--- config.mk ---
export PLATFORM = sky130hd
export DESIGN_NAME = led_strip_effect_engine
export DESIGN_NICKNAME = d
export VERILOG_FILES = /design/src/hw/rtl/lse_pkg.sv /design/src/hw/rtl/lse_ctrl.sv /design/src/hw/rtl/lse_datapath.sv /design/src/hw/rtl/led_strip_effect_engine.sv
export SDC_FILE = /design/constraint.sdc
export NUM_CORES = 1
export LEC_CHECK = 0
export BUFFER_PORTS_ARGS = -buffer_cell sky130_fd_sc_hd__buf_2
export CORE_ASPECT_RATIO = 1.2
export CORE_MARGIN = 3
export CORE_UTILIZATION = 52
export CTS_CLUSTER_SIZE = 12
export DETAILED_ROUTE_END_ITERATION = 8
export PLACE_DENSITY = 0.73
export SYNTH_ARGS = -nofsm -noshare
export SYNTH_HDL_FRONTEND = slang
export SYNTH_SLANG_ARGS = --single-unit
--- constraint.sdc ---
create_clock -name clk_i -period 5 [get_ports clk_i]
set_clock_uncertainty 0.05 [all_clocks]
set_input_delay 1.25 -clock clk_i [delete_from_list [all_inputs] [get_ports clk_i]]
set_output_delay 1.25 -clock clk_i [all_outputs]
set_load 0.01 [all_outputs]
--- src/hw/rtl/lse_pkg.sv ---
package lse_pkg;

  typedef struct packed {
    logic [7:0] spawn_hue;
    logic [4:0] clock_hour;
    logic [5:0] clock_minute;
    logic [5:0] clock_second;
  } lse_in_t;

  typedef struct packed {
    logic [2:0] pixel_index;
    logic [7:0] pixel_hue;
    logic [7:0] pixel_saturation;
    logic [7:0] pixel_value;
    logic       last_pixel;
  } lse_out_t;

  // controller -> datapath
  typedef struct packed {
    logic load_in;
    logic update;
    logic emit;
  } lse_cmd_t;

  // datapath -> controller
  typedef struct packed {
    logic skip;
    logic last_pix;
  } lse_sts_t;

  localparam int unsigned CfgIdxW = 2;

  localparam logic [CfgIdxW-1:0] CFG_EFFECT_MODE = 2'd0;
  localparam logic [CfgIdxW-1:0] CFG_BASE_HUE    = 2'd1;

  localparam logic [3:0] MODE_STATIC     = 4'd0;
  localparam logic [3:0] MODE_PULSE      = 4'd1;
  localparam logic [3:0] MODE_PONG_BASE  = 4'd2;
  localparam logic [3:0] MODE_PONG_CYCLE = 4'd3;
  localparam logic [3:0] MODE_RAINBOW    = 4'd4;
  localparam logic [3:0] MODE_SHIFT      = 4'd5;
  localparam logic [3:0] MODE_TETRIS     = 4'd6;
  localparam logic [3:0] MODE_DIGIT      = 4'd7;
  localparam logic [3:0] MODE_OFF        = 4'd8;

  localparam logic [1:0] PHASE_GEN   = 2'd0;
  localparam logic [1:0] PHASE_SLIDE = 2'd1;
  localparam logic [1:0] PHASE_SHIFT = 2'd2;

  localparam logic [7:0] FULL_LEVEL       = 8'd255;
  localparam logic [7:0] PONG_DECAY_BASE  = 8'd12;
  localparam logic [7:0] PONG_DECAY_CYCLE = 8'd5;
  localparam logic [7:0] PONG_LIMIT_BASE  = 8'd3;
  localparam logic [7:0] PONG_LIMIT_CYCLE = 8'd8;
  localparam logic [7:0] PONG_HUE_STEP    = 8'd8;
  localparam logic [7:0] TETRIS_DIV       = 8'd8;
  localparam logic [7:0] SHIFT_HUE_STEP   = 8'd16;
  localparam logic [7:0] HOUR_HUE_MUL     = 8'd10;
  localparam logic [7:0] MINSEC_HUE_MUL   = 8'd4;

endpackage

--- src/hw/rtl/lse_ctrl.sv ---
module lse_ctrl (
  input  logic              clk_i,
  input  logic              rst_ni,
  input  logic              in_valid_i,
  output logic              in_stall_o,
  output logic              out_valid_o,
  input  logic              out_stall_i,
  input  lse_pkg::lse_sts_t sts_i,
  output lse_pkg::lse_cmd_t cmd_o
);

  localparam logic [1:0] ST_IDLE   = 2'd0;
  localparam logic [1:0] ST_UPDATE = 2'd1;
  localparam logic [1:0] ST_EMIT   = 2'd2;

  logic [1:0] state_q, state_d;
  logic       out_valid_q, out_valid_d;
  logic       slot_free;

  assign in_stall_o  = (state_q != ST_IDLE);
  assign out_valid_o = out_valid_q;
  assign slot_free   = !out_valid_q || !out_stall_i;

  always_comb begin
    state_d       = state_q;
    cmd_o.load_in = 1'b0;
    cmd_o.update  = 1'b0;
    cmd_o.emit    = 1'b0;
    unique case (state_q)
      ST_IDLE: begin
        if (in_valid_i) begin
          cmd_o.load_in = 1'b1;
          state_d       = ST_UPDATE;
        end
      end
      ST_UPDATE: begin
        cmd_o.update = 1'b1;
        // a tetris tick inside the divider ends here with no beat
        state_d = sts_i.skip ? ST_IDLE : ST_EMIT;
      end
      ST_EMIT: begin
        if (slot_free) begin
          cmd_o.emit = 1'b1;
          if (sts_i.last_pix) begin
            state_d = ST_IDLE;
          end
        end
      end
      default: begin
        state_d = ST_IDLE;
      end
    endcase
  end

  always_comb begin
    out_valid_d = out_valid_q;
    if (cmd_o.emit) begin
      out_valid_d = 1'b1;
    end else if (!out_stall_i) begin
      out_valid_d = 1'b0;
    end
  end

  always_ff @(posedge clk_i or negedge rst_ni) begin
    if (!rst_ni) begin
      state_q     <= ST_IDLE;
      out_valid_q <= 1'b0;
    end else begin
      state_q     <= state_d;
      out_valid_q <= out_valid_d;
    end
  end

endmodule

--- src/hw/rtl/lse_datapath.sv ---
module lse_datapath #(
  parameter int unsigned PIXELS = 6
) (
  input  logic                           clk_i,
  input  logic                           rst_ni,
  input  logic                           cfg_we_i,
  input  logic [lse_pkg::CfgIdxW-1:0]    cfg_index_i,
  input  logic [7:0]                     cfg_data_i,
  input  lse_pkg::lse_in_t               in_data_i,
  input  lse_pkg::lse_cmd_t              cmd_i,
  output lse_pkg::lse_sts_t              sts_o,
  output lse_pkg::lse_out_t              out_data_o
);

  localparam int unsigned PW = (PIXELS > 2) ? $clog2(PIXELS) : 1;
  localparam logic [PW-1:0] LAST_K = PW'(PIXELS - 1);
  localparam logic [7:0] POS_TOP  = 8'(PIXELS + 3);
  localparam logic [7:0] POS_LIT  = 8'(PIXELS + 2);

  logic [3:0]  mode_q;
  logic [7:0]  base_q;
  lse_pkg::lse_in_t  in_q;
  lse_pkg::lse_out_t out_q, out_d;

  logic [7:0]    tick_q, tick_d;
  logic          dir_q, dir_d;
  logic [7:0]    hue_q, hue_d;
  logic [7:0]    pos_q, pos_d;
  logic [1:0]    phase_q, phase_d;
  logic [PW-1:0] k_q, k_d;
  logic          relight_q, relight_d;
  logic [1:0]    op_q, op_d;
  logic          moved_q, moved_d;
  logic [7:0]    carry_q, carry_d;
  logic [7:0]    lvl_q [PIXELS];
  logic [7:0]    lvl_d [PIXELS];

  logic [7:0]  tet_tick;
  logic        skip;
  logic        gen_spawn;
  logic        last_k;
  logic [7:0]  head, nxt;
  logic [7:0]  fv;
  logic        zero_next, move_now;
  logic        hit;
  logic [7:0]  pv, decay, wb_pong, wb;
  logic [31:0] idx_w, grp_w;
  logic [7:0]  pulse_t, pong_p;
  logic [7:0]  step_cur, step_flip;

  assign tet_tick  = tick_q + 8'd1;
  assign skip      = (mode_q == lse_pkg::MODE_TETRIS) && (tet_tick <= lse_pkg::TETRIS_DIV);
  assign gen_spawn = cmd_i.update && (mode_q == lse_pkg::MODE_TETRIS) && !skip &&
                     (phase_q != lse_pkg::PHASE_SLIDE) && (phase_q != lse_pkg::PHASE_SHIFT) &&
                     (lvl_q[PIXELS-1] == 8'd0);
  assign step_cur  = dir_q ? 8'hFF : 8'h01;
  assign step_flip = dir_q ? 8'h01 : 8'hFF;

  assign last_k = (k_q == LAST_K);
  assign head   = lvl_q[0];
  assign nxt    = lvl_q[1];
  assign idx_w  = 32'(k_q);
  assign grp_w  = idx_w >> 1;

  assign sts_o.skip     = skip;
  assign sts_o.last_pix = last_k;
  assign out_data_o     = out_q;

  // tetris move for the pixel at the head of the rotation
  always_comb begin
    fv        = head;
    zero_next = 1'b0;
    move_now  = 1'b0;
    if (op_q == lse_pkg::PHASE_SLIDE) begin
      if (head == 8'd0 && !last_k && nxt != 8'd0) begin
        fv        = nxt;
        zero_next = 1'b1;
        move_now  = 1'b1;
      end
    end else if (op_q == lse_pkg::PHASE_SHIFT && !moved_q) begin
      if (k_q == '0 && head != 8'd0) begin
        // drop the block off pixel zero
        fv       = 8'd0;
        move_now = 1'b1;
      end else if (head == 8'd0 && !last_k && nxt != 8'd0) begin
        fv        = nxt;
        zero_next = 1'b1;
        move_now  = 1'b1;
      end
    end
  end

  // pong level: relight, show, then decay
  assign hit     = relight_q && ((8'(k_q) + 8'd2) == pos_q);
  assign pv      = hit ? lse_pkg::FULL_LEVEL : head;
  assign decay   = (mode_q == lse_pkg::MODE_PONG_BASE) ? lse_pkg::PONG_DECAY_BASE
                                                       : lse_pkg::PONG_DECAY_CYCLE;
  assign wb_pong = (pv > decay) ? (pv - decay) : 8'd0;

  always_comb begin
    priority if (mode_q == lse_pkg::MODE_PONG_BASE || mode_q == lse_pkg::MODE_PONG_CYCLE) begin
      wb = wb_pong;
    end else if (mode_q == lse_pkg::MODE_TETRIS) begin
      wb = fv;
    end else begin
      wb = head;
    end
  end

  always_comb begin
    out_d.pixel_index      = idx_w[2:0];
    out_d.last_pixel       = last_k;
    out_d.pixel_hue        = base_q;
    out_d.pixel_saturation = lse_pkg::FULL_LEVEL;
    out_d.pixel_value      = lse_pkg::FULL_LEVEL;
    unique case (mode_q)
      lse_pkg::MODE_PULSE: begin
        out_d.pixel_value = tick_q;
      end
      lse_pkg::MODE_PONG_BASE, lse_pkg::MODE_PONG_CYCLE: begin
        out_d.pixel_hue   = hue_q;
        out_d.pixel_value = pv;
      end
      lse_pkg::MODE_RAINBOW: begin
        out_d.pixel_hue = hue_q;
      end
      lse_pkg::MODE_SHIFT: begin
        out_d.pixel_hue = hue_q + 8'(idx_w * 32'(lse_pkg::SHIFT_HUE_STEP));
      end
      lse_pkg::MODE_TETRIS: begin
        if (fv != 8'd0) begin
          out_d.pixel_hue = fv;
        end else begin
          out_d.pixel_hue   = carry_q;
          out_d.pixel_value = 8'd0;
        end
      end
      lse_pkg::MODE_DIGIT: begin
        if (grp_w == 32'd0) begin
          out_d.pixel_hue = 8'({3'b000, in_q.clock_hour} * lse_pkg::HOUR_HUE_MUL);
        end else if (grp_w == 32'd1) begin
          out_d.pixel_hue = 8'({2'b00, in_q.clock_minute} * lse_pkg::MINSEC_HUE_MUL);
        end else if (grp_w == 32'd2) begin
          out_d.pixel_hue = 8'({2'b00, in_q.clock_second} * lse_pkg::MINSEC_HUE_MUL);
        end else begin
          out_d.pixel_hue        = 8'd0;
          out_d.pixel_saturation = 8'd0;
          out_d.pixel_value      = 8'd0;
        end
      end
      lse_pkg::MODE_OFF: begin
        out_d.pixel_hue        = 8'd0;
        out_d.pixel_saturation = 8'd0;
        out_d.pixel_value      = 8'd0;
      end
      default: begin
        out_d.pixel_hue = base_q;
      end
    endcase
  end

  always_comb begin
    pulse_t = tick_q + step_cur;
    if (pulse_t == 8'd0) begin
      pulse_t = pulse_t + step_flip;
    end
    pong_p = pos_q + step_cur;
  end

  always_comb begin
    tick_d    = tick_q;
    dir_d     = dir_q;
    hue_d     = hue_q;
    pos_d     = pos_q;
    phase_d   = phase_q;
    k_d       = k_q;
    relight_d = relight_q;
    op_d      = op_q;
    moved_d   = moved_q;
    carry_d   = carry_q;
    if (cmd_i.update) begin
      k_d       = '0;
      relight_d = 1'b0;
      op_d      = lse_pkg::PHASE_GEN;
      moved_d   = 1'b0;
      carry_d   = 8'd0;
      unique case (mode_q)
        lse_pkg::MODE_PULSE: begin
          tick_d = pulse_t;
          if (tick_q + step_cur == 8'd0) begin
            dir_d = !dir_q;
          end
        end
        lse_pkg::MODE_PONG_BASE, lse_pkg::MODE_PONG_CYCLE: begin
          tick_d = tick_q + 8'd1;
          if (tick_q > ((mode_q == lse_pkg::MODE_PONG_BASE) ? lse_pkg::PONG_LIMIT_BASE
                                                             : lse_pkg::PONG_LIMIT_CYCLE)) begin
            tick_d = 8'd0;
            hue_d  = (mode_q == lse_pkg::MODE_PONG_BASE) ? base_q
                                                         : hue_q + lse_pkg::PONG_HUE_STEP;
            if (pong_p == 8'd0 || pong_p == POS_TOP) begin
              dir_d = !dir_q;
            end
            if (pong_p > POS_TOP) begin
              pos_d     = 8'd2;
              relight_d = 1'b1;
            end else begin
              pos_d     = pong_p;
              relight_d = (pong_p > 8'd1) && (pong_p < POS_LIT);
            end
          end
        end
        lse_pkg::MODE_RAINBOW, lse_pkg::MODE_SHIFT: begin
          hue_d = hue_q + 8'd1;
        end
        lse_pkg::MODE_TETRIS: begin
          if (skip) begin
            tick_d = tet_tick;
          end else begin
            tick_d = 8'd0;
            if (phase_q == lse_pkg::PHASE_SLIDE || phase_q == lse_pkg::PHASE_SHIFT) begin
              op_d = phase_q;
            end else if (lvl_q[PIXELS-1] != 8'd0) begin
              phase_d = lse_pkg::PHASE_SHIFT;
            end else begin
              phase_d = lse_pkg::PHASE_SLIDE;
            end
          end
        end
        default: begin
        end
      endcase
    end else if (cmd_i.emit) begin
      k_d     = k_q + PW'(1);
      moved_d = moved_q || move_now;
      if (fv != 8'd0) begin
        carry_d = fv;
      end
      // no move in the whole pass: back to generate
      if (last_k && (op_q == lse_pkg::PHASE_SLIDE || op_q == lse_pkg::PHASE_SHIFT) &&
          !(moved_q || move_now)) begin
        phase_d = lse_pkg::PHASE_GEN;
      end
    end
  end

  // levels rotate one place per beat, head written back at the tail
  always_comb begin
    lvl_d = lvl_q;
    if (cmd_i.emit) begin
      for (int i = 0; i < int'(PIXELS) - 1; i++) begin
        lvl_d[i] = lvl_q[i+1];
      end
      if (zero_next) begin
        lvl_d[0] = 8'd0;
      end
      lvl_d[PIXELS-1] = wb;
    end else if (gen_spawn) begin
      lvl_d[PIXELS-1] = in_q.spawn_hue;
    end
  end

  always_ff @(posedge clk_i or negedge rst_ni) begin
    if (!rst_ni) begin
      mode_q    <= lse_pkg::MODE_STATIC;
      base_q    <= 8'd0;
      tick_q    <= 8'd0;
      dir_q     <= 1'b0;
      hue_q     <= 8'd0;
      pos_q     <= 8'd0;
      phase_q   <= lse_pkg::PHASE_GEN;
      k_q       <= '0;
      relight_q <= 1'b0;
      op_q      <= lse_pkg::PHASE_GEN;
      moved_q   <= 1'b0;
      carry_q   <= 8'd0;
      for (int i = 0; i < int'(PIXELS); i++) begin
        lvl_q[i] <= 8'd0;
      end
    end else begin
      if (cfg_we_i && cfg_index_i == lse_pkg::CFG_EFFECT_MODE) begin
        mode_q <= cfg_data_i[3:0];
      end
      if (cfg_we_i && cfg_index_i == lse_pkg::CFG_BASE_HUE) begin
        base_q <= cfg_data_i;
      end
      tick_q    <= tick_d;
      dir_q     <= dir_d;
      hue_q     <= hue_d;
      pos_q     <= pos_d;
      phase_q   <= phase_d;
      k_q       <= k_d;
      relight_q <= relight_d;
      op_q      <= op_d;
      moved_q   <= moved_d;
      carry_q   <= carry_d;
      lvl_q     <= lvl_d;
    end
  end

  always_ff @(posedge clk_i) begin
    if (cmd_i.load_in) begin
      in_q <= in_data_i;
    end
    if (cmd_i.emit) begin
      out_q <= out_d;
    end
  end

endmodule

--- src/hw/rtl/led_strip_effect_engine.sv ---
// LED strip effect engine.
// Input channel (in_valid_i / in_stall_o / in_data_i): one beat per animation
// tick, carrying the tetris spawn hue and the current clock. A beat is taken
// when valid is high and stall is low; the engine stalls while a tick is in
// work and takes only one tick at a time.
// Output channel (out_valid_o / out_stall_i / out_data_o): one beat per pixel,
// pixel 0 first, last_pixel set on pixel PIXELS-1. A tetris tick inside its
// divider produces no beat.
// Config channel (cfg_valid_i / cfg_ready_o): ready is always high; index 0
// sets the effect mode, index 1 the base hue. Write only while idle.
// After the accepting edge the controller passes through its update state, then
// emits one pixel per cycle from the output register while the receiver does
// not stall; a silent tetris tick returns to idle from the update state. A
// stalled receiver holds the output register and the pixel loop waits on it.
// Reset clears mode, base hue, counters, direction, tetris phase and all
// pixel levels to zero, and drops any pending output beat.
module led_strip_effect_engine #(
  parameter int unsigned PIXELS = 6
) (
  input  logic                        clk_i,
  input  logic                        rst_ni,
  input  logic                        in_valid_i,
  output logic                        in_stall_o,
  input  lse_pkg::lse_in_t            in_data_i,
  output logic                        out_valid_o,
  input  logic                        out_stall_i,
  output lse_pkg::lse_out_t           out_data_o,
  input  logic                        cfg_valid_i,
  output logic                        cfg_ready_o,
  input  logic [lse_pkg::CfgIdxW-1:0] cfg_index_i,
  input  logic [7:0]                  cfg_data_i
);

  lse_pkg::lse_cmd_t cmd;
  lse_pkg::lse_sts_t sts;

  assign cfg_ready_o = 1'b1;

  lse_ctrl u_ctrl (
    .clk_i       (clk_i),
    .rst_ni      (rst_ni),
    .in_valid_i  (in_valid_i),
    .in_stall_o  (in_stall_o),
    .out_valid_o (out_valid_o),
    .out_stall_i (out_stall_i),
    .sts_i       (sts),
    .cmd_o       (cmd)
  );

  lse_datapath #(
    .PIXELS (PIXELS)
  ) u_datapath (
    .clk_i       (clk_i),
    .rst_ni      (rst_ni),
    .cfg_we_i    (cfg_valid_i && cfg_ready_o),
    .cfg_index_i (cfg_index_i),
    .cfg_data_i  (cfg_data_i),
    .in_data_i   (in_data_i),
    .cmd_i       (cmd),
    .sts_o       (sts),
    .out_data_o  (out_data_o)
  );

endmodule

==> out/results.tsv <==
metric	value	unit
synth.yosys.warnings	0	
dr.first_iter.drc_count	663	
critical_path.max_stage_delay	0.49	ns
fmax	261.2	MHz
clock_latency	0.43	ns
fp.coreArea	16340	µm²
mostFrequentLayoutCell	nand2_1	
hold_violations	0	
syn_to_final_growth	11.66	%
place_inst	1147	
antennaDiodeCount	0	
rrSetupSlack	1.17	ns
netlist_instances	907	
die_x	124.3	µm
antenna_found_initial	0	
grt_pass1_wl	35560	µm
wl_per_cell	18.65	µm
power.density	612.9	nW/µm²
synth_simple_gate_area_share	17.16	%
cts-buffers-inserted	17	
avgSynthCellArea	9.632	µm²
worstRegToRegCells	15	
cts_root_buffer	clkbuf_16	
nets	1050	
p_sw_share	42.30	%
arrival	4.09	ns
worstMarginPinSlew	1.162	ns
place_hpwl	15910	µm
io_buffers	69	
slew_violations	0	
tritoncts	yes	
crit_required	5.26	ns
fin_area	9754	µm²
synth-edff-count	46	
ir_drop	0.2809	mV
finalCritPeriodShare	76.57	%
synth_fp_nets	1003	
crit_type	reg2reg	
final_cell_mix	nand2_1 (156), dfrtp_1 (105), buf_2 (68)	
p_clk_share	20.4	%
synth_compound_area_share	19.21	%
cellLeakagePower	0.004294	µW
detail-route-antenna-nets	0	
synth_seq_cells	151	
synth.top_cells.by_area	dfrtp_1 (30%), edfxtp_1 (16%), ha_1 (7.4%)	
crit_path_max_fanout	15	
crit_chain	inv_1, ha_1, xnor2_1, nand2_1, nor3_1, buf_4, or2_2, ha_1, nand3_1, a21oi_1, o21ai_0, o21ai_1, o21ai_0, a32o_1, a221o_1	
yosysTopAreaCellShare	30.08	%
power.internal	3450	µW
relSlewSlack	22.42	%
ctsResizeCount	0	
cp.depth	15	
ys_seq_area_share	45.89	%
p_sw	2529	µW
yosysTopAreaCell	dfrtp_1	
worst_setup_path_start_kind	register	
synth_fa_ha_area_share	8.364	%
rsz0062_at_grt	false	
power.share.sequential	36.4	%
clk_pin_slew	0.07	ns
htree_levels	4	
clockBufferDepth	2	
synth_top_family_by_area	compound AO/OA/AOI/OAI gates	
routed_wl	21980	µm
status	finished clean	
first_pass_iters	8	
rows	51	
hold_path_depth	2	
dpl_cell_area	9186	µm²
via_per_inst	6.024	
cp_num_buf_inv	2	
vias	7102	
io_pins	71	
die-area	18400	µm²
synth_ff_type	dfrtp_1	
grt_usage	24.09	%
cp_slowest_cell	o21ai_1	
drv_cap	0	
grt_max_degree	56	
cts.sinks	151	
fin_crit	3.829	ns
cp_top_family	compound AO/OA/AOI/OAI gates	
comb_power_share	43.2	%
synthMuxAreaShare	2.478	%
min_path_type	reg2reg	
gp_congestion	0.9604	
ys_types	72	
hold_buffers	0	
synth_area	8736	µm²
synth-async-reset-ratio	69.54	%
setup_violations	0	
synth_xor_area_share	3.008	%
die_y	148.0	µm
drive_gt1_share	14.17	%
drcViolationCount	0	
grt-ovfl-total	0	
finalNonFillerCells	1179	
fin_tns_setup	0	ns
end_kind	register	
start_util	53.48	%
postCtsSetupBuffers	0	
first_global_vias	6760	
==> cell families after synthesis <==
kind of cell,count (synthesis)
and+or+nand+nor,313
AOI/OAI and AO/OA,256
DFF,151
buffers and inverters,80
adders and majority gates,56
xor gates and xnor gates,30
muxes,20
other,1
==> routing by layer <==
metal / GRT usage [%] / part of all wire [%] / up-vias / routed length [µm]
li1: - / - / 3372 / -
met1: 29.76 / 41 / 3387 / 8958
met2: 40.67 / 49 / 276 / 10860
met3: 4.734 / 5.4 / 67 / 1181
met4: 11.68 / 4.5 / 0 / 985
met5: 0 / 0 / - / 0
==> final timing paths <==
path | startpoint | end
worst max-delay path | u_datapath.k_q[1]$_DFFE_PN0P_ | u_datapath.lvl_q[4]$_DFFE_PN0P_
worst min-delay path | u_datapath.lvl_q[22]$_DFFE_PN0P_ | u_datapath.lvl_q[30]$_DFFE_PN0P_
worst max register to register | u_datapath.k_q[1]$_DFFE_PN0P_ | u_datapath.lvl_q[4]$_DFFE_PN0P_
worst min register to register | u_datapath.lvl_q[22]$_DFFE_PN0P_ | u_datapath.lvl_q[30]$_DFFE_PN0P_
max in group asynchronous | rst_ni | u_datapath.k_q[0]$_DFFE_PN0P_
min in group asynchronous | rst_ni | u_datapath.base_q[0]$_DFFE_PN0P_
==> synth_stat cells (17+ instances only) <==
cell type,instances
nand2_1,156
dfrtp_1,105
o21ai_0,62
a21oi_1,60
ha_1,52
nor2_1,49
edfxtp_1,46
inv_1,32
clkbuf_1,28
nand3_1,22
xnor2_1,20
a22oi_1,17
==> state kept, by name, summed over array words and instances, names as in the netlist, 3 cells and up <==
name / count
u_datapath.base_q: 8
u_datapath.mode_q: 4
u_datapath.k_q: 3
u_datapath.in_q: 25
u_datapath.pos_q: 8
u_datapath.lvl_q: 32
u_datapath.tick_q: 8
u_datapath.nxt: 8
u_datapath.hue_q: 8
u_datapath.head: 8
u_datapath.out_data_o: 21
u_datapath.carry_q: 8
==> worst reg2reg max path: cells and delay by family, from the launching register on <==
kind	cells	cell delay (ns)
AOI/OAI and AO/OA	6	1.49
adders and majority gates	2	0.69
and+or+nand+nor	4	0.52
DFF	1	0.47
buffers and inverters	2	0.37
xor gates and xnor gates	1	0.13
==> layout make-up <==
class,count,area (µm²)
Multi-Input combinational cell,676,4395
Sequential cell,151,4009
Clock buffer,20,478.0
Clock inverter,12,90.09
Fill cell,1416,6581
Timing Repair Buffer,75,392.9
Inverter,33,123.9
Tap cell,212,265.3
==> through the flow <==
step                hold slack, ns  util (%)  setup slack (ns)  power (µW)
floorplan                   0.3886         -             1.340        4003
global placement            0.3987     56.23             1.311        4680
detailed placement          0.4027     56.23             1.220        4725
CTS                         0.4168     59.71             1.215        5977
global route                0.4325     59.71            0.9250        6379
finish                      0.4122     59.71             1.171        5979
==> power by group through the flow <==
stage	logic, µW	clock network (µW)	registers, µW
2_1_floorplan	2000	0	2000
3_3_place_gp	2500	0	2180
3_5_place_dp	2540	0	2180
4_1_cts	2580	1240	2160
5_1_grt	2870	1290	2230
6_report	2580	1220	2180
Power figures use the tool's default switching activity.
